<file path="src/hdl/mineig_pkg.sv">
// Shared types and constants for the 2x2 symmetric minimum eigenvalue block.
// Used by mineig_front, mineig_sqrt_cell and min_eigenvalue_2x2_sym.
`default_nettype none

package mineig_pkg;

	localparam int IN_WIDTH = 32;
	localparam int SUM_W    = IN_WIDTH + 1;
	localparam int MAG_W    = IN_WIDTH;
	localparam int PROD_W   = 2 * MAG_W;
	localparam int RAD_W    = 2 * IN_WIDTH + 2;
	localparam int ROOT_W   = RAD_W / 2;
	localparam int REM_W    = ROOT_W + 2;
	localparam int OUT_W    = SUM_W + 1;
	localparam int FRONT_STAGES = 4;
	localparam int LATENCY  = FRONT_STAGES + ROOT_W + 1;

	// One beat moving down the square root cell chain.
	typedef struct packed {
		logic                    valid;
		logic [REM_W-1:0]        rem;
		logic [ROOT_W-1:0]       root;
		logic [RAD_W-1:0]        rad;
		logic signed [SUM_W-1:0] sum;
		logic                    frame_end;
	} sq_beat_t;

endpackage

`default_nettype wire

</file>
<file path="src/hdl/mineig_sqrt_cell.sv">
// One digit of the restoring square root: takes two radicand bits, settles one root bit.
// Depends on mineig_pkg; instanced ROOT_W times in a chain by the top level.
`default_nettype none

module mineig_sqrt_cell (
	input  wire logic                 clk,
	input  wire logic                 arst_n,
	input  wire mineig_pkg::sq_beat_t beat_in,
	output mineig_pkg::sq_beat_t      beat_out
);
	import mineig_pkg::*;

	logic [REM_W-1:0] rem_sh;
	logic [REM_W-1:0] trial;
	logic [REM_W:0]   diff;

	logic                    valid_q;
	logic [REM_W-1:0]        rem_q;
	logic [ROOT_W-1:0]       root_q;
	logic [RAD_W-1:0]        rad_q;
	logic signed [SUM_W-1:0] sum_q;
	logic                    fe_q;

	// bring down the next two radicand bits, try root*4+1
	assign rem_sh = {beat_in.rem[REM_W-3:0], beat_in.rad[RAD_W-1 -: 2]};
	assign trial  = {beat_in.root, 2'b01};
	assign diff   = {1'b0, rem_sh} - {1'b0, trial};

	always_ff @(posedge clk or negedge arst_n) begin
		if (!arst_n) begin
			valid_q <= 1'b0;
		end else begin
			valid_q <= beat_in.valid;
		end
	end

	always_ff @(posedge clk) begin
		rad_q <= {beat_in.rad[RAD_W-3:0], 2'b00};
		sum_q <= beat_in.sum;
		fe_q  <= beat_in.frame_end;
		if (!diff[REM_W]) begin
			rem_q  <= diff[REM_W-1:0];
			root_q <= {beat_in.root[ROOT_W-2:0], 1'b1};
		end else begin
			rem_q  <= rem_sh;
			root_q <= {beat_in.root[ROOT_W-2:0], 1'b0};
		end
	end

	always_comb begin
		beat_out.valid     = valid_q;
		beat_out.rem       = rem_q;
		beat_out.root      = root_q;
		beat_out.rad       = rad_q;
		beat_out.sum       = sum_q;
		beat_out.frame_end = fe_q;
	end

	// remainder never exceeds twice the partial root
	a_rem_bound: assert property (@(posedge clk) disable iff (!arst_n)
		valid_q |-> ({1'b0, rem_q} <= {2'b00, root_q, 1'b0}))
		else $error("sqrt cell remainder out of range");

endmodule

`default_nettype wire

</file>
<file path="config.mk">
export PLATFORM = sky130hd
export DESIGN_NAME = mineig_sqrt_cell
export DESIGN_NICKNAME = d
export VERILOG_FILES = /design/src/hdl/mineig_pkg.sv /design/src/hdl/mineig_sqrt_cell.sv
export SDC_FILE = /design/constraint.sdc
export NUM_CORES = 1
export LEC_CHECK = 0
export BUFFER_PORTS_ARGS = -buffer_cell sky130_fd_sc_hd__buf_2
export CAP_MARGIN = 25
export CORE_AREA = 2 2 132 134
export CTS_CLUSTER_DIAMETER = 200
export DETAILED_ROUTE_END_ITERATION = 10
export DIE_AREA = 0 0 134 136
export HOLD_SLACK_MARGIN = 0.15
export PLACE_DENSITY = 0.74
export SYNTH_ARGS = -nofsm -noshare
export SYNTH_HDL_FRONTEND = slang
export SYNTH_SLANG_ARGS = --single-unit
export TNS_END_PERCENT = 10
</file>
<file path="constraint.sdc">
create_clock -name clk -period 1.55 [get_ports clk]
set_input_delay 0.155 -clock clk [delete_from_list [all_inputs] [get_ports clk]]
set_output_delay 0.155 -clock clk [all_outputs]
set_load 0.05 [all_outputs]
</file>
==> results.yml <==
floorplan:
  core_um2: 16880
  num_rows: 48
  die_area_um2: 18220
  start_util: 0.3359
  ioPinCount: 340
  die_h_um: 136
  fp.dieW_um: 134
timing:
  fin_crit_ns: 2.039
  finalSetupTns_ns: -12.70
  rsz0062_at_grt: "true"
  layout_setup_ws_ns: -0.4890
  setup_violations: 36
  fmax_mhz: 490.4
  hold_violations: 0
  maxSlewViolCount: 0
  fin_crit_sh: 1.315
final_layout:
  syn2layout_area_growth_pct: 99.82
  final_layout_size_suffix_gt1_frac: 0.4798
  nets: 1380
  nFillCells: 1258
logic_synthesis:
  synth-seq-cells: 167
  synthFlopType: "dfxtp_1"
  synth_top_family_by_area: "compound AO/OA/AOI/OAI gates"
  synth_edf_count: 0
  synth_compound_area_frac: 0.1486
  synth_top_cells_by_count: "166 x dfxtp_1, 54 x nand2_1, 41 x inv_1, 40 x a21oi_1, 34 x ha_1"
  synth_area_um2: 5668
  yosys.area_share.adder: 0.07506
  ys_seq_area_frac: 0.5907
  synth_top_area_frac: 0.5863
  synth_xor_area_frac: 0.04790
  yosysTopAreaCell: "dfxtp_1"
  synthTopCellsByArea: "dfxtp_1 59%, ha_1 7.5%, nand2_1 3.6%, a21oi_1 3.5%, xor2_1 2.9%"
  synthMostInstantiatedCell: "dfxtp_1"
  muxShareOfSynthArea: 0
  async_flop_share: 0.005988
  synthSimpleGateAreaFrac: 0.08962
  syn_avg_cell_area_um2: 10.50
  ys_warn_count: 0
  syn_inst: 540
  yosys.cell_types.count: 50
setup_path:
  worst_path_largest_cell_delay_ns: 0.34
  crit_path_frequent_cell: "nand2_1"
  crit_arrival_ns: 2.38
  path_class: "input pin to flip-flop"
  critical_path.slowest_cell: "or3_4"
  path_cells: "buf_2, inv_1, ha_4, nand2_1, o21ai_2, o2bb2ai_4, or3_4, o2111ai_2, a21o_2, a21o_4, buf_12, nand2_1, o21ai_1"
  crit_buf_inv: 3
  worst_setup_path_start_kind: "input pin"
  end_kind: "flip-flop"
  path_max_fanout: 12
  critPathTopFamily: "compound AO/OA/AOI/OAI gates"
  cp_data_required_time_ns: 1.89
grt:
  grt-busiest-layer: "met2"
  grt_start_max_net_pins: 25
  grt_use_met1: 0.2504
  grt.met2_usage: 0.4886
  grt_pass1_wl_mm: 35.39
  grtUsageMet3: 0.09433
  grt_overflow: 0
  antenna_found_initial: 2
  grt_pass1_vias: 6622
  track_usage: 0.2560
job:
  max_cap_viol_count: 0
power:
  swShare: 0.3575
  power_frac_seq: 0.364
  irDropWorstVdd_mv: 0.7389
  pwr-share-clk: 0.324
  p_total_w: 0.01304
  switchingPower_w: 0.004663
  power.leakage_nw: 5.536
  power_frac_comb: 0.312
  p_int_w: 0.008380
  power_density_nw_per_um2: 1152
cts:
  cts_tree: "done"
  clkTransAtPathRegs_ns: 0.07
  cts_buffers: 17
  clk_path_buf_depth: 2
  root_buffer: "clkbuf_16"
  htreeDepth: 4
  cts_sinks: 167
route:
  vias_per_cell: 4.614
  drt-total-wl_mm: 24.98
  vias: 6533
  wl_per_cell_um: 17.64
  ant_nets: 0
  route.detailed.drc: 0
  drt_iter0_markers: 286
  first_pass_iters: 6
place:
  dp.final_hpwl_mm: 16.09
  gp_congestion: 0.8742
  port_buffers: 335
status:
  violations: "negative setup slack"
  outcome: "finished with violations"
hold_path:
  hold_class: "input pin to flip-flop"
[cell type report]
cell class	instances	area (µm²)	area share
clock buffers	18	429.2	0.03789
diodes	3	7.507	0.0006628
inverters	41	166.4	0.01469
clock inverters	14	158.9	0.01403
multi-input cells	317	2461	0.2173
repair buffers	631	4473	0.3949
flip-flops and latches	167	3348	0.2956
well taps	225	281.5	0.02486
[placed cells by master, fill, tap and decap left out, types with 19 or more instances in the layout]
master and instances:
a21oi_1 30, buf_2 326, buf_4 119, clkbuf_16 19, dfxtp_1 166, dlygate4sd3_1 169
inv_1 31, nand2_1 40, o21ai_1 27, xor2_1 19
[registers in the layout, indices dropped and copies added (netlist names)]
name and count:
rad_q 64, rem_q 35, root_q 33, sum_q 33, fe_q 1, valid_q 1
[timing repair]
action / 4_1_cts / 5_1_grt
setup endpoints to repair: 36 / 36
buffers inserted: 0 / 10
hold endpoints to repair: 167 / 1
pin swaps: 3 / 20
hold buffers: 168 / 1
gates cloned: 0 / 4
resized for setup: 30 / 60
[worst min-delay path: cells and delay by family]
family	cells	cell delay, ns
buffers and inverters	1	0.09
adders and majority gates	1	0.19
xor gates and xnor gates	1	0.08
AOI/OAI and AO/OA	1	0.11
[layer usage]
layer | part of all wire | vias up
met1 | 0.36 | 3076
met4 | 0.039 | 0
li1 | - | 3114
met2 | 0.53 | 271
met3 | 0.075 | 72
met5 | 0 | -
[kinds of logic after synthesis]
logic type | after synthesis
AO/OA/AOI/OAI | 138
XOR/XNOR | 31
adder cells (fa/ha/maj) | 34
buffers and inverters | 58
flip-flops | 167
other | 1
AND/OR/NAND/NOR | 111
[power by group through the flow]
stage	clock network [W]	registers, W	logic [W]
3_5_place_dp	0	0.00483	0.00335
6_report	0.00423	0.00474	0.00407
2_1_floorplan	0	0.00608	0.000900
5_1_grt	0.00448	0.00477	0.00428
3_3_place_gp	0	0.00482	0.00332
4_1_cts	0.00427	0.00474	0.00377
[metrics by stage]
stage | cells | hold WS, ns | setup WS [ns] | area (µm²) | utilization
final | 1416 | 0.2312 | -0.4890 | 11330 | 0.6711
after global placement | 1198 | -0.07095 | -0.9807 | 8474 | 0.5022
after CTS | 1398 | -0.1457 | -0.3650 | 10900 | 0.6461
after detailed placement | 1198 | -0.06939 | -1.110 | 8474 | 0.5022
after global routing | 1414 | 0.2504 | -0.5261 | 11320 | 0.6708
after floorplan | 541 | -0.1406 | -0.6366 | 5743 | -
[final timing paths]
check / from / endpoint / slack (ns) / cells past startpoint
worst min-delay path: beat_in[163] / rem_q[32] / 0.23 / 4
worst max-delay path: beat_in[111] / rem_q[14] / -0.49 / 13
min in group asynchronous: arst_n / valid_q / 0.57 / 3
max in group asynchronous: arst_n / valid_q / 0.86 / 3
No activity file was read; power rests on OpenSTA's default activity.
