**config.mk**
```make
export PLATFORM = sky130hd
export DESIGN_NAME = mineig_front
export DESIGN_NICKNAME = d
export VERILOG_FILES = /design/src/hdl/mineig_pkg.sv /design/src/hdl/mineig_front.sv
export SDC_FILE = /design/constraint.sdc
export NUM_CORES = 2
export LEC_CHECK = 0
export BUFFER_PORTS_ARGS = -buffer_cell sky130_fd_sc_hd__buf_2
export CELL_PAD_IN_SITES_DETAIL_PLACEMENT = 1
export CELL_PAD_IN_SITES_GLOBAL_PLACEMENT = 2
export CORE_ASPECT_RATIO = 0.6
export CORE_MARGIN = 3
export CORE_UTILIZATION = 38
export DETAILED_ROUTE_END_ITERATION = 12
export PLACE_DENSITY_LB_ADDON = 0.1
export SYNTH_ARGS = -nofsm -noshare
export SYNTH_HDL_FRONTEND = slang
export SYNTH_SLANG_ARGS = --single-unit
```
**constraint.sdc**
```tcl
create_clock -name clk -period 8 [get_ports clk]
set_clock_uncertainty 0.15 [all_clocks]
set_input_delay 2 -clock clk [delete_from_list [all_inputs] [get_ports clk]]
set_output_delay 2 -clock clk [all_outputs]
set_load 0.02 [all_outputs]
```
**src/hdl/mineig_pkg.sv**
```systemverilog
// Shared types and constants for the 2x2 symmetric minimum eigenvalue block.
// Used by mineig_front, mineig_sqrt_cell and min_eigenvalue_2x2_sym.
`default_nettype none

package mineig_pkg;

	localparam int IN_WIDTH = 32;
	localparam int SUM_W    = IN_WIDTH + 1;
	localparam int MAG_W    = IN_WIDTH;
	localparam int PROD_W   = 2 * MAG_W;
	localparam int RAD_W    = 2 * IN_WIDTH + 2;
	localparam int ROOT_W   = RAD_W / 2;
	localparam int REM_W    = ROOT_W + 2;
	localparam int OUT_W    = SUM_W + 1;
	localparam int FRONT_STAGES = 4;
	localparam int LATENCY  = FRONT_STAGES + ROOT_W + 1;

	// One beat moving down the square root cell chain.
	typedef struct packed {
		logic                    valid;
		logic [REM_W-1:0]        rem;
		logic [ROOT_W-1:0]       root;
		logic [RAD_W-1:0]        rad;
		logic signed [SUM_W-1:0] sum;
		logic                    frame_end;
	} sq_beat_t;

endpackage

`default_nettype wire

```
**src/hdl/mineig_front.sv**
```systemverilog
// Front pipeline: trace, |xx-yy|, |xy|, squares and the radicand.
// Depends on mineig_pkg; feeds the first mineig_sqrt_cell.
`default_nettype none

module mineig_front (
	input  wire logic                                     clk,
	input  wire logic                                     arst_n,
	input  wire logic                                     in_valid,
	input  wire logic signed [mineig_pkg::IN_WIDTH-1:0]   cov_xx,
	input  wire logic signed [mineig_pkg::IN_WIDTH-1:0]   cov_xy,
	input  wire logic signed [mineig_pkg::IN_WIDTH-1:0]   cov_yy,
	input  wire logic                                     frame_end,
	output mineig_pkg::sq_beat_t                          beat_out
);
	import mineig_pkg::*;

	logic [FRONT_STAGES-1:0] valid_q;

	logic signed [SUM_W-1:0] sum_s1, sum_s2, sum_s3, sum_s4;
	logic signed [SUM_W-1:0] dif_s1;
	logic signed [IN_WIDTH-1:0] xy_s1;
	logic [MAG_W-1:0] ad_s2, axy_s2;
	logic [PROD_W-1:0] d2_s3, q_s3;
	logic [RAD_W-1:0] rad_s4;
	logic [FRONT_STAGES-1:0] fe_q;

	logic [SUM_W-1:0] dif_neg;
	logic [IN_WIDTH-1:0] xy_neg;

	assign dif_neg = SUM_W'(-dif_s1);
	assign xy_neg  = IN_WIDTH'(-xy_s1);

	always_ff @(posedge clk or negedge arst_n) begin
		if (!arst_n) begin
			valid_q <= '0;
		end else begin
			valid_q <= {valid_q[FRONT_STAGES-2:0], in_valid};
		end
	end

	always_ff @(posedge clk) begin
		fe_q   <= {fe_q[FRONT_STAGES-2:0], frame_end};
		sum_s1 <= SUM_W'(cov_xx) + SUM_W'(cov_yy);
		dif_s1 <= SUM_W'(cov_xx) - SUM_W'(cov_yy);
		xy_s1  <= cov_xy;
		// |xx-yy| < 2^32 and |xy| <= 2^31 both fit unsigned in MAG_W bits
		sum_s2 <= sum_s1;
		ad_s2  <= dif_s1[SUM_W-1] ? dif_neg[MAG_W-1:0] : dif_s1[MAG_W-1:0];
		axy_s2 <= xy_s1[IN_WIDTH-1] ? xy_neg : xy_s1;
		sum_s3 <= sum_s2;
		d2_s3  <= ad_s2 * ad_s2;
		q_s3   <= axy_s2 * axy_s2;
		sum_s4 <= sum_s3;
		rad_s4 <= RAD_W'(d2_s3) + {q_s3, 2'b00};
	end

	always_comb begin
		beat_out.valid     = valid_q[FRONT_STAGES-1];
		beat_out.rem       = '0;
		beat_out.root      = '0;
		beat_out.rad       = rad_s4;
		beat_out.sum       = sum_s4;
		beat_out.frame_end = fe_q[FRONT_STAGES-1];
	end

endmodule

`default_nettype wire

```
==> flow_summary.toml <==
[cts]
cts.reportedPaths.clkPinSlew_ns = 0.07
clockRootBuffer = "clkbuf_16"
cts_tree = "done"
cts_buffers = 51
htree_levels = 2
ctsHoldBuffers = 0
clockBufferDepth = 3
cts_sinks = 456
clock_latency_ns = 0.70

[cells_and_area]
fill_cells = 22330
area_growth_pct = 18.91
final_nets = 11270
final_common_cell = "inv_1"
final_cell_mix = "inv_1 (1998), fa_1 (1544), buf_4 (709)"
drive_gt1_frac = 0.1762

[drt]
drtPass1Iterations = 7
antenna_left = 0
routedWlPerCell_microns = 21.46
vias = 55850
drtIter0Drc = 2747
wirelength_microns = 247400
routed_via_density = 4.844
drt_drc_violations_left = 0

[worst_hold_path]
hold_path.class = "reg2reg"
min_from = "sum_s3[4]"

[floorplanning]
dieArea_sq_mm = 0.2063
rows = 126
core_sq_mm = 0.1980
io_pins = 269
initial_utilization = 0.3852
die_width_microns = 584.4
fp.dieH_microns = 353.1

[sta]
setup_viol = 0
worst-slew-pin-transition_ns = 1.200
min_period_ns = 7.975
maxSlewViolCount = 0
rsz0062_at_grt = "yes"
hold_viol_final = 0
tns_ns = 0
relSlewSlack = 0.1992
min_period_over_period = 0.9969
worst_hold_slack_ns = 0.1772
maxClockFrequency_mhz = 125.4
worst_slack_ns = 0.02468

[synth]
synth_flop_cell = "dfxtp_1"
synth.avg_cell_area_sq_um = 9.483
synth_edf_count = 0
synth_cell_types = 89
syn_inst = 8044
yosysSeqAreaShare = 0.1199
synth.ff_latch_count = 456
synthesis.area_sq_mm = 0.07628
yosysWarnings = 0
synthArstFlopShare = 0.008772

[placed_design]
place_congestion = 0.8783
pre_cts_slack_ns = -0.5567
post-dp-hpwl_microns = 211500
port_buffers = 199

[worst_setup_path]
worstPathMaxFanout = 4
crit_top_cell = "fa_1"
max_stage_delay_ns = 0.61
cp-end-kind = "flip-flop"
setup.worst_path.class = "reg2reg"
critical-path-top-delay-family = "adder cells"
cp-startpoint = "axy_s2[14]"
reg2reg_from = "axy_s2[14]"
worstPathArrival_ns = 8.38
slowest_stage = "fa_2"
crit_required_ns = 8.40
crit_path_start_kind = "flip-flop"
cp_num_buf_inv = 7

[run_status]
outcome = "complete, no violations"

[global_route]
gr-usage-all-layers = 0.2385
grt_pass1_wl_microns = 378800
grt_overflow = 0
grt_pass1_vias = 62400
grt_start_max_net_pins = 36
grt_antenna_before_repair = 10

[job]
max-cap-violations = 0
[per-layer routing]
metal,up-vias,routed length [microns],GRT usage
li1,25650,-,-
met1,28980,132300,0.3871
met2,1069,96550,0.3277
met3,149,15160,0.04717
met4,4,3229,0.02991
met5,-,159,0.005097
[state kept, by name (all words and copies together), names as in the netlist]
register and count:
sum_s3 33, sum_s1 33, valid_q 4, xy_s1 32, d2_s3 62, sum_s2 33, dif_s1 32, rad_s4 64
q_s3 63, fe_q 4, sum_s4 33, ad_s2 31, axy_s2 32
[metrics by stage]
step	cell area, sq um	utilization	instances
2_1_floorplan	76540	-	8112
3_3_place_gp	85660	0.4326	11330
3_5_place_dp	85660	0.4326	11330
5_1_grt	90690	0.4580	11520
6_report	90700	0.4581	11530
4_1_cts	87990	0.4444	11430
[cell type report]
type                            instances  area [sq um]  area share
Inverter                             2031          7634     0.08416
Clock inverter                         37         493.0    0.005435
Sequential cell                       456          9244      0.1019
Clock buffer                           58          1323     0.01458
Multi-Input combinational cell       5259         59800      0.6593
Timing Repair Buffer                 1058          8914     0.09827
Tap cell                             2624          3283     0.03620
Antenna cell                            6         15.01   0.0001655
[worst reg2reg max path: cells and delay by family (launching register included)]
family                   cells  cell delay (ns)
flip-flops                   1             0.35
AND/OR/NAND/NOR              4             0.56
AO/OA/AOI/OAI                7             1.50
XOR/XNOR                     1             0.13
adder cells (fa/ha/maj)      9             4.35
buffers and inverters        7             0.88
[synth_stat cells, drive strengths merged, types with 13 or more instances]
master | count | area [sq um]
o31ai | 33 | 286.5
fa | 1587 | 31770
a21o | 107 | 803.3
xnor2 | 246 | 2155
o41ai | 15 | 146.4
and2 | 471 | 2947
nand3 | 51 | 255.2
nand2 | 667 | 2506
xor2 | 131 | 1147
buf | 91 | 626.9
or2 | 13 | 81.33
ha | 723 | 9046
nor2 | 235 | 882.1
or3 | 17 | 106.4
nor2b | 41 | 256.5
inv | 2030 | 7620
a21oi | 261 | 1321
nor3 | 39 | 195.2
nor4 | 15 | 121.4
o21a | 21 | 157.7
a31oi | 36 | 225.2
o211ai | 14 | 110.1
dfxtp | 452 | 9049
and3 | 30 | 187.7
a31o | 27 | 236.5
clkbuf | 275 | 1033
o21ai | 132 | 660.6
nand2b | 22 | 137.6
nand4 | 48 | 300.3
o21bai | 57 | 431.7
a211oi | 20 | 175.2
[cells by family (layout without fill, tap and decap cells)]
logic type | Yosys count | in the layout | share of synthesized area
xor gates and xnor gates | 377 | 377 | 0.04329
other | 1 | 75 | 0.00004916
and+or+nand+nor | 1677 | 1677 | 0.1076
DFF | 456 | 456 | 0.1199
AOI/OAI and AO/OA | 819 | 819 | 0.07135
buffers and inverters | 2397 | 3184 | 0.1217
adders and majority gates | 2310 | 2310 | 0.5351
muxes | 7 | 7 | 0.0009513
[worst paths after layout]
path | endpoint | slack, ns | depth (start not counted)
min reg2reg | sum_s4[4] | 0.18 | 0
min | sum_s4[4] | 0.18 | 0
max in group asynchronous | valid_q[2] | 6.65 | 1
max | q_s3[63] | 0.02 | 28
min in group asynchronous | valid_q[1] | 0.91 | 1
max reg2reg | q_s3[63] | 0.02 | 28
[what timing repair did]
item                                    CTS  global route
endpoints found under the setup margin   31            37
pin swaps                                28           238
gates resized for setup                 100           429
cloned                                    0            16
hold endpoints to repair                  0             0
setup buffers                             5            84
Power is left out: the tool's default activity adds up to more than one toggle a clock period on the data nets, which glitch-free logic cannot reach.
